### src/sfb_pkg.sv
`timescale 1ns / 1ps
// ----------------------------------------------------------------------------
// sfb_pkg
// Shared types, constants, effect tables and the RGB565 shade function of the
// sprite effect blitter.
// ----------------------------------------------------------------------------
package sfb_pkg;

    // Screen and sprite geometry
    localparam int SCREEN_COLUMNS  = 320;
    localparam int SCREEN_ROWS     = 240;
    localparam int MAX_SPRITE_SIDE = 1024;
    localparam int COUNT_W         = $clog2(MAX_SPRITE_SIDE);
    localparam logic [7:0] FLASH_FRAMES = 8'd16;

    // Position arithmetic: 11-bit origin plus 10-bit count plus small offset
    localparam int POS_W = 13;

    // Channel limits for the clamped shade
    localparam logic signed [7:0] RB_MAX = 8'sd31;
    localparam logic signed [7:0] G_MAX  = 8'sd63;

    // Flash brightening step
    localparam logic signed [4:0] FLASH_DELTA = 5'sd8;

    // Register indexes on the configuration port
    localparam logic [2:0] REG_ROW_PIXELS   = 3'd0;
    localparam logic [2:0] REG_DEST_X       = 3'd1;
    localparam logic [2:0] REG_DEST_Y       = 3'd2;
    localparam logic [2:0] REG_KEY_COLOUR   = 3'd3;
    localparam logic [2:0] REG_EFFECT_MODE  = 3'd4;
    localparam logic [2:0] REG_EFFECT_FRAME = 3'd5;
    localparam logic [2:0] REG_SIL_COLOUR   = 3'd6;
    localparam logic [2:0] REG_BUFFER_BASE  = 3'd7;

    // Effect modes; the two spare codes draw as plain
    typedef enum logic [2:0] {
        EFF_PLAIN      = 3'd0,
        EFF_SHAKE      = 3'd1,
        EFF_BOB        = 3'd2,
        EFF_FLASH      = 3'd3,
        EFF_PULSE      = 3'd4,
        EFF_SILHOUETTE = 3'd5
    } effect_t;

    // Configuration registers as one group
    typedef struct packed {
        logic [9:0]  row_pixels;
        logic [10:0] dest_x;
        logic [10:0] dest_y;
        logic [15:0] key_colour;
        logic [2:0]  effect_mode;
        logic [7:0]  effect_frame;
        logic [15:0] fill_colour;
        logic [31:0] buffer_base;
    } cfg_t;

    // One computed pixel write
    typedef struct packed {
        logic        draw;
        logic [31:0] address;
        logic [15:0] colour;
    } pix_result_t;

    // Shake x offset, frames 0..11
    function automatic logic [3:0] shake_dx(input logic [3:0] idx);
        logic [3:0] v;
        case (idx)
            4'd1:    v = 4'b1100;
            4'd2:    v = 4'b0100;
            4'd3:    v = 4'b1100;
            4'd4:    v = 4'b0100;
            4'd5:    v = 4'b1110;
            4'd6:    v = 4'b0010;
            4'd7:    v = 4'b1110;
            4'd8:    v = 4'b0010;
            4'd9:    v = 4'b1111;
            4'd10:   v = 4'b0001;
            default: v = 4'b0000;
        endcase
        return v;
    endfunction

    // Shade pulse delta, frame modulo 8
    function automatic logic [4:0] pulse_delta(input logic [2:0] idx);
        logic [4:0] v;
        case (idx)
            3'd0:    v = 5'b11010;
            3'd1:    v = 5'b11101;
            3'd3:    v = 5'b00011;
            3'd4:    v = 5'b00110;
            3'd5:    v = 5'b00011;
            3'd7:    v = 5'b11101;
            default: v = 5'b00000;
        endcase
        return v;
    endfunction

    // Bob y offset, frame modulo 8
    function automatic logic [1:0] bob_dy(input logic [2:0] idx);
        logic [1:0] v;
        case (idx)
            3'd1, 3'd2: v = 2'b11;
            3'd5, 3'd6: v = 2'b01;
            default:    v = 2'b00;
        endcase
        return v;
    endfunction

    // Silhouette jitter x offset, frames 0..15
    function automatic logic [1:0] jitter_dx(input logic [3:0] idx);
        logic [1:0] v;
        case (idx)
            4'd2, 4'd6, 4'd12: v = 2'b11;
            4'd4, 4'd8, 4'd14: v = 2'b01;
            default:           v = 2'b00;
        endcase
        return v;
    endfunction

    // Add delta per channel (twice on green) and clamp to the channel range
    function automatic logic [15:0] tint_rgb565(input logic [15:0] c,
                                                input logic [4:0]  d);
        logic signed [7:0] r;
        logic signed [7:0] g;
        logic signed [7:0] b;
        logic [4:0] r_out;
        logic [5:0] g_out;
        logic [4:0] b_out;
        r = $signed({3'b000, c[15:11]}) + $signed({{3{d[4]}}, d});
        g = $signed({2'b00, c[10:5]}) + $signed({{2{d[4]}}, d, 1'b0});
        b = $signed({3'b000, c[4:0]}) + $signed({{3{d[4]}}, d});
        r_out = r[7] ? 5'd0 : ((r > RB_MAX) ? 5'd31 : r[4:0]);
        g_out = g[7] ? 6'd0 : ((g > G_MAX) ? 6'd63 : g[5:0]);
        b_out = b[7] ? 5'd0 : ((b > RB_MAX) ? 5'd31 : b[4:0]);
        return {r_out, g_out, b_out};
    endfunction

endpackage

### src/sfb_pixel_calc.sv
`timescale 1ns / 1ps
// ----------------------------------------------------------------------------
// sfb_pixel_calc
// Per-pixel effect, colour key, clip and framebuffer address logic. Purely
// combinational; sits between the input stage and the result register.
// ----------------------------------------------------------------------------
module sfb_pixel_calc
    import sfb_pkg::*;
(
    input  cfg_t                 cfg,
    input  logic [15:0]          pixel,
    input  logic [COUNT_W-1:0]   column,
    input  logic [COUNT_W-1:0]   row,
    output pix_result_t          result
);

    logic [7:0]        frame;
    logic              frame_lt12;
    logic              frame_lt16;
    logic [3:0]        dx;
    logic [1:0]        dy;
    logic [15:0]       colour;
    logic              keep;
    logic [POS_W-1:0]  x_pos;
    logic [POS_W-1:0]  y_pos;
    logic              x_in;
    logic              y_in;

    assign frame      = cfg.effect_frame;
    assign frame_lt12 = !frame[7] && (frame < 8'd12);
    assign frame_lt16 = !frame[7] && (frame[6:4] == 3'd0);

    // Pick offsets and colour for the current effect
    always_comb begin
        dx     = 4'd0;
        dy     = 2'd0;
        colour = pixel;
        keep   = (pixel != cfg.key_colour);
        case (effect_t'(cfg.effect_mode))
            EFF_SHAKE: begin
                if (frame_lt12) begin
                    dx = shake_dx(frame[3:0]);
                end
            end
            EFF_BOB: begin
                if (frame_lt16) begin
                    dy = bob_dy(frame[2:0]);
                end
            end
            EFF_FLASH: begin
                if (!frame[7] && (frame < FLASH_FRAMES) && frame[1]) begin
                    colour = tint_rgb565(pixel, FLASH_DELTA);
                end
            end
            EFF_PULSE: begin
                colour = tint_rgb565(pixel, pulse_delta(frame[7] ? 3'd0 : frame[2:0]));
            end
            EFF_SILHOUETTE: begin
                if (frame_lt16) begin
                    // odd frame pairs blink the sprite out
                    if (frame[1]) begin
                        keep = 1'b0;
                    end
                    dx     = {{2{jitter_dx(frame[3:0])}}};
                    dx     = {{2{dx[1]}}, dx[1:0]};
                    colour = tint_rgb565(cfg.fill_colour, pulse_delta(frame[2:0]));
                end
            end
            default: begin
            end
        endcase
    end

    // Screen position: origin plus offset plus place within the sprite
    assign x_pos = {{2{cfg.dest_x[10]}}, cfg.dest_x} + {{(POS_W-4){dx[3]}}, dx}
                 + {3'b000, column};
    assign y_pos = {{2{cfg.dest_y[10]}}, cfg.dest_y} + {{(POS_W-2){dy[1]}}, dy}
                 + {3'b000, row};

    // Clip against the screen
    assign x_in = !x_pos[POS_W-1] && (x_pos[POS_W-2:0] < (POS_W-1)'(SCREEN_COLUMNS));
    assign y_in = !y_pos[POS_W-1] && (y_pos[POS_W-2:0] < (POS_W-1)'(SCREEN_ROWS));

    assign result.draw    = keep && x_in && y_in;
    assign result.address = cfg.buffer_base + {12'd0, y_pos[9:0], 10'd0}
                          + {21'd0, x_pos[9:0], 1'b0};
    assign result.colour  = colour;

endmodule

### src/sprite_effect_blitter.sv
`timescale 1ns / 1ps
// ----------------------------------------------------------------------------
// sprite_effect_blitter
// Colour-keyed RGB565 sprite blitter with frame effects and screen clipping.
// ----------------------------------------------------------------------------
// Usage:
//   Sprite pixels enter on the s_ stream in raster order, one RGB565 value in
//   s_tdata, with s_tlast on the last pixel of the sprite. Each pixel that is
//   drawn leaves on the m_ stream as a framebuffer write request: byte address
//   in m_tdata[31:0], colour in m_tdata[47:32]. Key-coloured, clipped and
//   blinked-out pixels produce no request but still advance the counters.
//   Registers (width, origin, key, effect, frame, silhouette colour, base)
//   sit on the APB port at byte address 4*index; write them only while idle.
//   Each pixel taken passes the input register, then the result register.
//   Throughput: one pixel per cycle while the receiver keeps up, set by the
//   two-stage pipeline with a single pass of effect/clip/address logic.
//   Reset clears both pipeline stages and the column/row counters, and loads
//   the register defaults. When the receiver stalls, the result register
//   holds its request and the input stage keeps one more pixel; s_tready
//   drops only once both are full.
// ----------------------------------------------------------------------------
module sprite_effect_blitter
    import sfb_pkg::*;
(
    input  logic        aclk,
    input  logic        aresetn,
    // Pixel stream in
    input  logic        s_tvalid,
    output logic        s_tready,
    input  logic [15:0] s_tdata,   // [15:0] pixel_colour
    input  logic        s_tlast,   // last_of_sprite
    // Write request stream out
    output logic        m_tvalid,
    input  logic        m_tready,
    output logic [47:0] m_tdata,   // [31:0] write_address, [47:32] write_colour
    // Configuration port
    input  logic        psel,
    input  logic        penable,
    input  logic        pwrite,
    input  logic [4:0]  paddr,
    input  logic [31:0] pwdata,
    output logic [31:0] prdata,
    output logic        pready
);

    cfg_t               cfg_reg;
    logic [COUNT_W-1:0] col_count_reg;
    logic [COUNT_W-1:0] row_count_reg;
    logic [COUNT_W-1:0] col_count_next;
    logic [COUNT_W-1:0] row_count_next;
    logic               s1_valid_reg;
    logic [15:0]        s1_pixel_reg;
    logic [COUNT_W-1:0] s1_col_reg;
    logic [COUNT_W-1:0] s1_row_reg;
    logic               m_valid_reg;
    logic [47:0]        m_data_reg;
    logic               s_accept;
    logic               s1_advance;
    logic               cfg_write;
    logic [COUNT_W:0]   width_eff;
    pix_result_t        calc_result;

    assign pready    = 1'b1;
    assign cfg_write = psel && penable && pwrite && pready;

    // Configuration registers
    always_ff @(posedge aclk) begin
        if (!aresetn) begin
            cfg_reg.row_pixels   <= 10'd16;
            cfg_reg.dest_x       <= 11'd0;
            cfg_reg.dest_y       <= 11'd0;
            cfg_reg.key_colour   <= 16'hF81F;
            cfg_reg.effect_mode  <= 3'd0;
            cfg_reg.effect_frame <= 8'd0;
            cfg_reg.fill_colour  <= 16'd0;
            cfg_reg.buffer_base  <= 32'h0204_0000;
        end else if (cfg_write) begin
            case (paddr[4:2])
                REG_ROW_PIXELS:   cfg_reg.row_pixels   <= pwdata[9:0];
                REG_DEST_X:       cfg_reg.dest_x       <= pwdata[10:0];
                REG_DEST_Y:       cfg_reg.dest_y       <= pwdata[10:0];
                REG_KEY_COLOUR:   cfg_reg.key_colour   <= pwdata[15:0];
                REG_EFFECT_MODE:  cfg_reg.effect_mode  <= pwdata[2:0];
                REG_EFFECT_FRAME: cfg_reg.effect_frame <= pwdata[7:0];
                REG_SIL_COLOUR:   cfg_reg.fill_colour  <= pwdata[15:0];
                REG_BUFFER_BASE:  cfg_reg.buffer_base  <= pwdata;
                default: begin
                end
            endcase
        end
    end

    // Register read-back
    always_comb begin
        case (paddr[4:2])
            REG_ROW_PIXELS:   prdata = {22'd0, cfg_reg.row_pixels};
            REG_DEST_X:       prdata = {21'd0, cfg_reg.dest_x};
            REG_DEST_Y:       prdata = {21'd0, cfg_reg.dest_y};
            REG_KEY_COLOUR:   prdata = {16'd0, cfg_reg.key_colour};
            REG_EFFECT_MODE:  prdata = {29'd0, cfg_reg.effect_mode};
            REG_EFFECT_FRAME: prdata = {24'd0, cfg_reg.effect_frame};
            REG_SIL_COLOUR:   prdata = {16'd0, cfg_reg.fill_colour};
            REG_BUFFER_BASE:  prdata = cfg_reg.buffer_base;
            default:          prdata = 32'd0;
        endcase
    end

    // Pipeline handshake: stage 1 moves on when the result register is free
    assign s1_advance = !m_valid_reg || m_tready;
    assign s_tready   = !s1_valid_reg || s1_advance;
    assign s_accept   = s_tvalid && s_tready;

    // Column and row counters; zero width means a full-side row
    assign width_eff = (cfg_reg.row_pixels == 10'd0) ? (COUNT_W+1)'(MAX_SPRITE_SIDE)
                                                    : {1'b0, cfg_reg.row_pixels};

    always_comb begin
        col_count_next = col_count_reg;
        row_count_next = row_count_reg;
        if (s_tlast) begin
            col_count_next = '0;
            row_count_next = '0;
        end else if (({1'b0, col_count_reg} + 1'b1) >= width_eff) begin
            col_count_next = '0;
            if (row_count_reg != COUNT_W'(MAX_SPRITE_SIDE - 1)) begin
                row_count_next = row_count_reg + 1'b1;
            end
        end else begin
            col_count_next = col_count_reg + 1'b1;
        end
    end

    always_ff @(posedge aclk) begin
        if (!aresetn) begin
            col_count_reg <= '0;
            row_count_reg <= '0;
        end else if (s_accept) begin
            col_count_reg <= col_count_next;
            row_count_reg <= row_count_next;
        end
    end

    // Input stage: hold pixel and its place in the sprite
    always_ff @(posedge aclk) begin
        if (!aresetn) begin
            s1_valid_reg <= 1'b0;
        end else if (s_tready) begin
            s1_valid_reg <= s_tvalid;
        end
    end

    always_ff @(posedge aclk) begin
        if (s_accept) begin
            s1_pixel_reg <= s_tdata;
            s1_col_reg   <= col_count_reg;
            s1_row_reg   <= row_count_reg;
        end
    end

    sfb_pixel_calc u_pixel_calc (
        .cfg    (cfg_reg),
        .pixel  (s1_pixel_reg),
        .column (s1_col_reg),
        .row    (s1_row_reg),
        .result (calc_result)
    );

    // Result register: load drawn pixels, drop the rest
    always_ff @(posedge aclk) begin
        if (!aresetn) begin
            m_valid_reg <= 1'b0;
        end else if (s1_advance) begin
            m_valid_reg <= s1_valid_reg && calc_result.draw;
        end
    end

    always_ff @(posedge aclk) begin
        if (s1_advance && s1_valid_reg && calc_result.draw) begin
            m_data_reg <= {calc_result.colour, calc_result.address};
        end
    end

    assign m_tvalid = m_valid_reg;
    assign m_tdata  = m_data_reg;

endmodule

### config.mk
export PLATFORM = sky130hd
export DESIGN_NAME = sprite_effect_blitter
export DESIGN_NICKNAME = d
export VERILOG_FILES = /design/src/sfb_pkg.sv /design/src/sfb_pixel_calc.sv /design/src/sprite_effect_blitter.sv
export SDC_FILE = /design/constraint.sdc
export NUM_CORES = 1
export LEC_CHECK = 0
export BUFFER_PORTS_ARGS = -buffer_cell sky130_fd_sc_hd__buf_2
export CAP_MARGIN = 25
export CORE_AREA = 2 2 153 155
export CTS_CLUSTER_SIZE = 20
export DETAILED_ROUTE_END_ITERATION = 7
export DIE_AREA = 0 0 155 157
export PLACE_DENSITY = 0.85
export SLEW_MARGIN = 20
export SYNTH_ARGS = -nofsm -noshare
export SYNTH_HDL_FRONTEND = slang
export SYNTH_SLANG_ARGS = --single-unit
### constraint.sdc
create_clock -name aclk -period 17.8 [get_ports aclk]
set_input_delay 0.89 -clock aclk [delete_from_list [all_inputs] [get_ports aclk]]
set_output_delay 0.89 -clock aclk [all_outputs]
set_load 0.02 [all_outputs]
======== After elaboration in Yosys (flattened, before gate mapping) ========
Memories as Yosys holds them, arrays and structs flattened. A register that Yosys moved wholly into a read port is not among the register bits.
Cells that the tools add are included.
W data, S select, Z words.
storage, ports and cells
  register bits ........................... 213
  ROM bits ................................ 64
  word-level logic and storage cells ...... 172
  memories ................................ 1
memories
  name              depth  bits a word  rd ports  clocked after Yosys merged registers in  write ports  line           source
  (name not given)  16     4            1         1                                        0            sfb_pkg.sv:68  case (idx)
operators by class
  add/subtract/negate cells ............... 18
  order comparisons ....................... 14
  eq/ne operators ......................... 32
  multiplexer cells ....................... 46
  reductions and logical operators ........ 45
operators with widths
  operator                 number
  $pmux W32 S8             1
  $mux W5                  15
  $mux W10                 5
  $gt A8 B6 Y1 const B     6
  $pmux W16 S3             1
  $pmux W5 S4              2
  $eq A3 B3 Y1 const B     13
  $mux W6                  6
  $add A32 B11 Y32         1
  $add A32 B20 Y32         1
  $mux W16                 2
  $add A6 B5 Y7            4
  $add A13 B10 Y13         2
  $gt A8 B7 Y1 const B     3
  $eq A3 B2 Y1 const B     7
  $add A10 B1 Y10 const B  2
  $add A7 B6 Y8            2
  $mux W4                  4
  $ne A16 B16 Y1           1
  $reduce_and A2 Y1        8
  $logic_and A1 B1 Y1      14
  $add A11 B2 Y12          1
  $add A11 B4 Y12          1
  $add A5 B4 Y6 const B    2
  26 further kinds         51

======== Depth between registers and ports, before layout ========
  depth in word-level cells ............... 12
  mapped depth ............................ 28

======== By module ========
From an unflattened synthesis, not the netlist that was laid out.
unflattened totals
  cells, all modules ...................... 1583
  area total of the unflattened synthesis .. 14356.3 um^2
modules (own cells, without submodules)
  module                 times used  cells an instance  area an instance (um^2)
  sprite_effect_blitter  1           839                8685.8
  sfb_pixel_calc         1           744                5670.4

======== Worst setup path after synthesis ========
No wires, ideal clock.
  path kind ............................... register -> register
  start point ............................. register cfg_reg[55] (netlist name)
  end point ............................... register m_data_reg[0] (netlist: m_tdata[0]) (enable)
  arrival time ............................ 8.759 ns
  required time ........................... 17.227 ns
  slack ................................... 8.468 ns
  cell stages (with the launch flop) ...... 21
  path buffers ............................ 2
  cells stage by stage .................... dfxtp_1 clkbuf_1 or4_1 clkbuf_1 nor2_1 and4b_1 a21o_1 ha_1 o21ai_0 a21oi_1 o21ai_0 nand2b_1 a21oi_1 xnor2_1 ha_1 and2_1 a221o_1 nand3b_1 a211oi_2 o2111ai_1 nor4_1
on the way
  cells in the longest elaborated chain, start to end .. 11
  elaborated cells between the ends (all ways) .. 24
  classes of those cells .................. add/sub (4); order compare (3); mux (7); reduce/logical (10)
ends and longest elaborated chain
  element                                            line                                        source
  start: declaration                                 sprite_effect_blitter.sv:46                 cfg_t cfg_reg;
  $lt A8 B4 Y1 or $logic_not A1 Y1 (tied branches)   sfb_pixel_calc.sv:30, sfb_pixel_calc.sv:31
  $logic_and A1 B1 Y1, on equally long branches      sfb_pixel_calc.sv:30, sfb_pixel_calc.sv:31
  $mux W4, on equally long branches                  sfb_pixel_calc.sv:41, sfb_pixel_calc.sv:59
  $pmux W4 S2                                        sfb_pixel_calc.sv:39                        case (effect_t'(cfg.effect_mode))
  $add A11 B4 Y12                                    sfb_pixel_calc.sv:75                        assign x_pos = {{2{cfg.dest_x[10]}}, cfg.dest_x} + {{(POS_W-4){dx[3]}}, dx}
  $add A13 B10 Y13                                   sfb_pixel_calc.sv:76                        + {3'b000, column};
  $lt A12 B9 Y1 or $logic_not A1 Y1 (tied branches)  sfb_pixel_calc.sv:81                        assign x_in = !x_pos[POS_W-1] && (x_pos[POS_W-2:0] < (POS_W-1)'(SCREEN_COLUMNS));
  $logic_and A1 B1 Y1                                sfb_pixel_calc.sv:81
  $logic_and A1 B1 Y1                                sfb_pixel_calc.sv:84                        assign result.draw = keep && x_in && y_in;
  $logic_and A1 B1 Y1 (*)                            sfb_pixel_calc.sv:84
  $logic_and A1 B1 Y1 (*)                            sprite_effect_blitter.sv:178                if (s1_advance && s1_valid_reg && calc_result.draw) begin
  end signal: assignment                             sprite_effect_blitter.sv:179                m_data_reg <= {calc_result.colour, calc_result.address};
  end: declaration                                   sprite_effect_blitter.sv:56                 logic [47:0] m_data_reg;
Mark *: on every way between the ends. The rest lies on a longest branch, timed or not.
A chain may end at the register's enable or synchronous reset.

==> metrics <==
RSZ-0062 raised after global routing false; Placer Congestion 1.00; CTS tree done; Clock Sinks 217; Setup Fix Bufs, Post-CTS 0; Worst-path clk slew 0.06 ns; Main synth FF type dfxtp_1; Critical Path RT 18.05 ns; Layout area overhead 11.8%; cell family with most CP delay compound AO/OA/AOI/OAI gates; number of CTS-inserted buffers 24; input/output buffers 140; met3 WL 4.05 mm; vias in the first global route 12000; Critical Path AT 7.57 ns; Ports 144; Max Freq 0.137 GHz; clock root buffer master clkbuf_16; Tmin final 7.31 ns; Die Span Y 157 µm; crit path buf inv count 2; critical path launch point type flop; maxcap violations 0; DR top layer met4; Final nets 1947; critical path launch point cfg_reg[58]; Setup CP Type flop to flop; gr usage total 0.324; Total Wirelength 40.6 mm; WL per Instance 19.9 µm; fillcell total 1696; met1 wire length 16.5 mm; # hold bufs at CTS 0; max incr delay on CP 0.48 ns; met2 WL 18.4 mm; Async S/R FF share, synth 0; Post-synth EDFFs 84; synthesized area 0.0144 mm²; Final period util 0.411; slew margin rel. 0.285; Synth top cells by count nand2_1, a21oi_1, dfxtp_1, ha_1, nor2_1; worst reg-to-reg path cell count 26; LEAKAGE 6.92 nW; Clock Tree Buf Depth 3; Worst Hold End s1_row_reg[8]; Post-DP HPWL 30.5 mm; critical path depth in cells 26; setup tns final 0 ns; detailed-route via count 13000; r2r startpoint cfg_reg[58]; Seq/Total Area, Yosys 0.359; first-pass GRT wire length 62.5 mm; #FFs+latches synth 217; total die area 0.0243 mm²; HP Start row_count_reg[8]; Gate Count Post-Synth 1631; largest area contributor in the netlist dfxtp_1; clock skew 0.0147 ns; Slew Limit Fails 0; syn avg cell area 8.85 µm²; PD cells 71.3 mW/mm²; worst skew pair latency 0.53 ns; count of cell types in the netlist 84; Yosys warnings 0; critical path's slowest cell a21oi_1; PostCTS Resize Cnt 0; grt total ovfl 0; residual DRC count 0; Pre-antenna DRT Iters 7; outcome completed; Worst-Margin Slew 1.07 ns; Worst VDD drop 0.0000815 V; hold depth 0; # setup viols final 0; number of flip-flops in the largest register 107; core area 0.0225 mm²; share of layout cells above drive strength 1 0.134; initial antenna violation count 0; Antenna Nets Post-Route 0; Synth top area share 0.184; most common cell in the synthesized netlist nand2_1; Critical R2R Capture m_tdata[31]; row count 55; Reg2Reg Setup Slack 10.49 ns; H-tree depth 1; Die X 155 µm; syn nets 1837; largest net degree at the start of global routing 96; min-delay worst type flop to flop; Final Hold Vio Count 0; initial core utilization 0.641; 1st-iter DRT viols 1146; n_diodes 0; Min Hold Slack 0.474 ns; Synth area leaders dfxtp_1, edfxtp_1, ha_1; crit path max fanout 16; DR vias/cell 6.34; crit end category flop
-- worst max-delay path by stage --
stage	to
floorplan	m_tdata[0]
global placement	m_tdata[31]
detailed placement	m_tdata[31]
CTS	m_tdata[31]
global route	m_tdata[31]
finish	m_tdata[31]
-- per-layer routing --
layer	track usage	vias up
met5	0	-
met4	0.125	0
met3	0.0600	119
met2	0.531	648
met1	0.429	6122
li1	-	6072
-- cells in the final DEF (no fill, tap or decap), types with 13 or more instances in the layout --
| cell | count |
|---|---|
| nand2_1 | 233 |
| a21oi_1 | 157 |
| buf_2 | 141 |
| ha_1 | 133 |
| dfxtp_1 | 133 |
| nor2_1 | 119 |
| edfxtp_1 | 84 |
| o21ai_0 | 68 |
| xnor2_1 | 63 |
| inv_1 | 62 |
| xor2_1 | 50 |
| a21o_1 | 44 |
| nand3_1 | 40 |
| mux2i_1 | 40 |
| clkbuf_16 | 26 |
| and2_1 | 24 |
| a31oi_1 | 22 |
| and3_1 | 20 |
| o21a_1 | 19 |
| nand2b_1 | 18 |
| nor3_1 | 15 |
| nor2b_1 | 13 |
| a211oi_1 | 13 |
-- cell type report --
class | count | area [µm²] | area share
well taps | 285 | 357 | 0.0221
repair buffers | 150 | 773 | 0.0479
clock buffers | 34 | 732 | 0.0454
inverters | 64 | 243 | 0.0150
flip-flops and latches | 217 | 5180 | 0.321
multi-input cells | 1284 | 8760 | 0.543
clock inverters | 10 | 83.8 | 0.00519
-- worst reg2reg max path, stage by stage, from the launching register on --
cell	delay (ns)
dfxtp_1	0.45
nor2b_1	0.17
buf_4	0.22
and2_1	0.27
nand2_1	0.23
nor3_1	0.43
a21o_1	0.35
ha_1	0.34
o21ai_0	0.29
a21oi_1	0.14
o21ai_0	0.18
nand2b_1	0.07
a21oi_1	0.19
xnor2_1	0.19
ha_1	0.33
and2_1	0.19
a221o_1	0.34
xnor2_1	0.30
inv_1	0.11
fa_1	0.44
ha_1	0.39
a21o_1	0.21
a21oi_1	0.12
o21ai_0	0.15
a21oi_1	0.48
o21ai_0	0.27
xor2_1	0.20
-- report_power, final --
part | leakage [nW] | switching, mW | internal (mW)
Clock | 0.407 | 0.205 | 0.301
Sequential | 1.86 | 0.00957 | 0.525
Combinational | 4.66 | 0.0719 | 0.0379
Total | 6.92 | 0.286 | 0.864
-- through the flow --
stage | power, mW | std cells | area [µm²] | utilization | setup slack, ns
finish | 1.15 | 2044 | 16100 | 0.717 | 10.49
global route | 1.18 | 2044 | 16100 | 0.717 | 10.04
CTS | 1.15 | 2043 | 16100 | 0.717 | 10.64
detailed placement | 0.652 | 1999 | 15300 | 0.680 | 10.68
global placement | 0.649 | 1998 | 15300 | 0.680 | 10.84
floorplan | 0.614 | 1631 | 14400 | - | 8.47
-- logic make-up after synthesis --
kind of cell,share of synthesized area
AOI/OAI and AO/OA,0.195
adders and majority gates,0.132
other,0.000260
muxes,0.0355
and+or+nand+nor,0.174
DFF,0.359
buffers and inverters,0.0355
xor gates and xnor gates,0.0686
No activity file was read; power rests on OpenSTA's default activity.
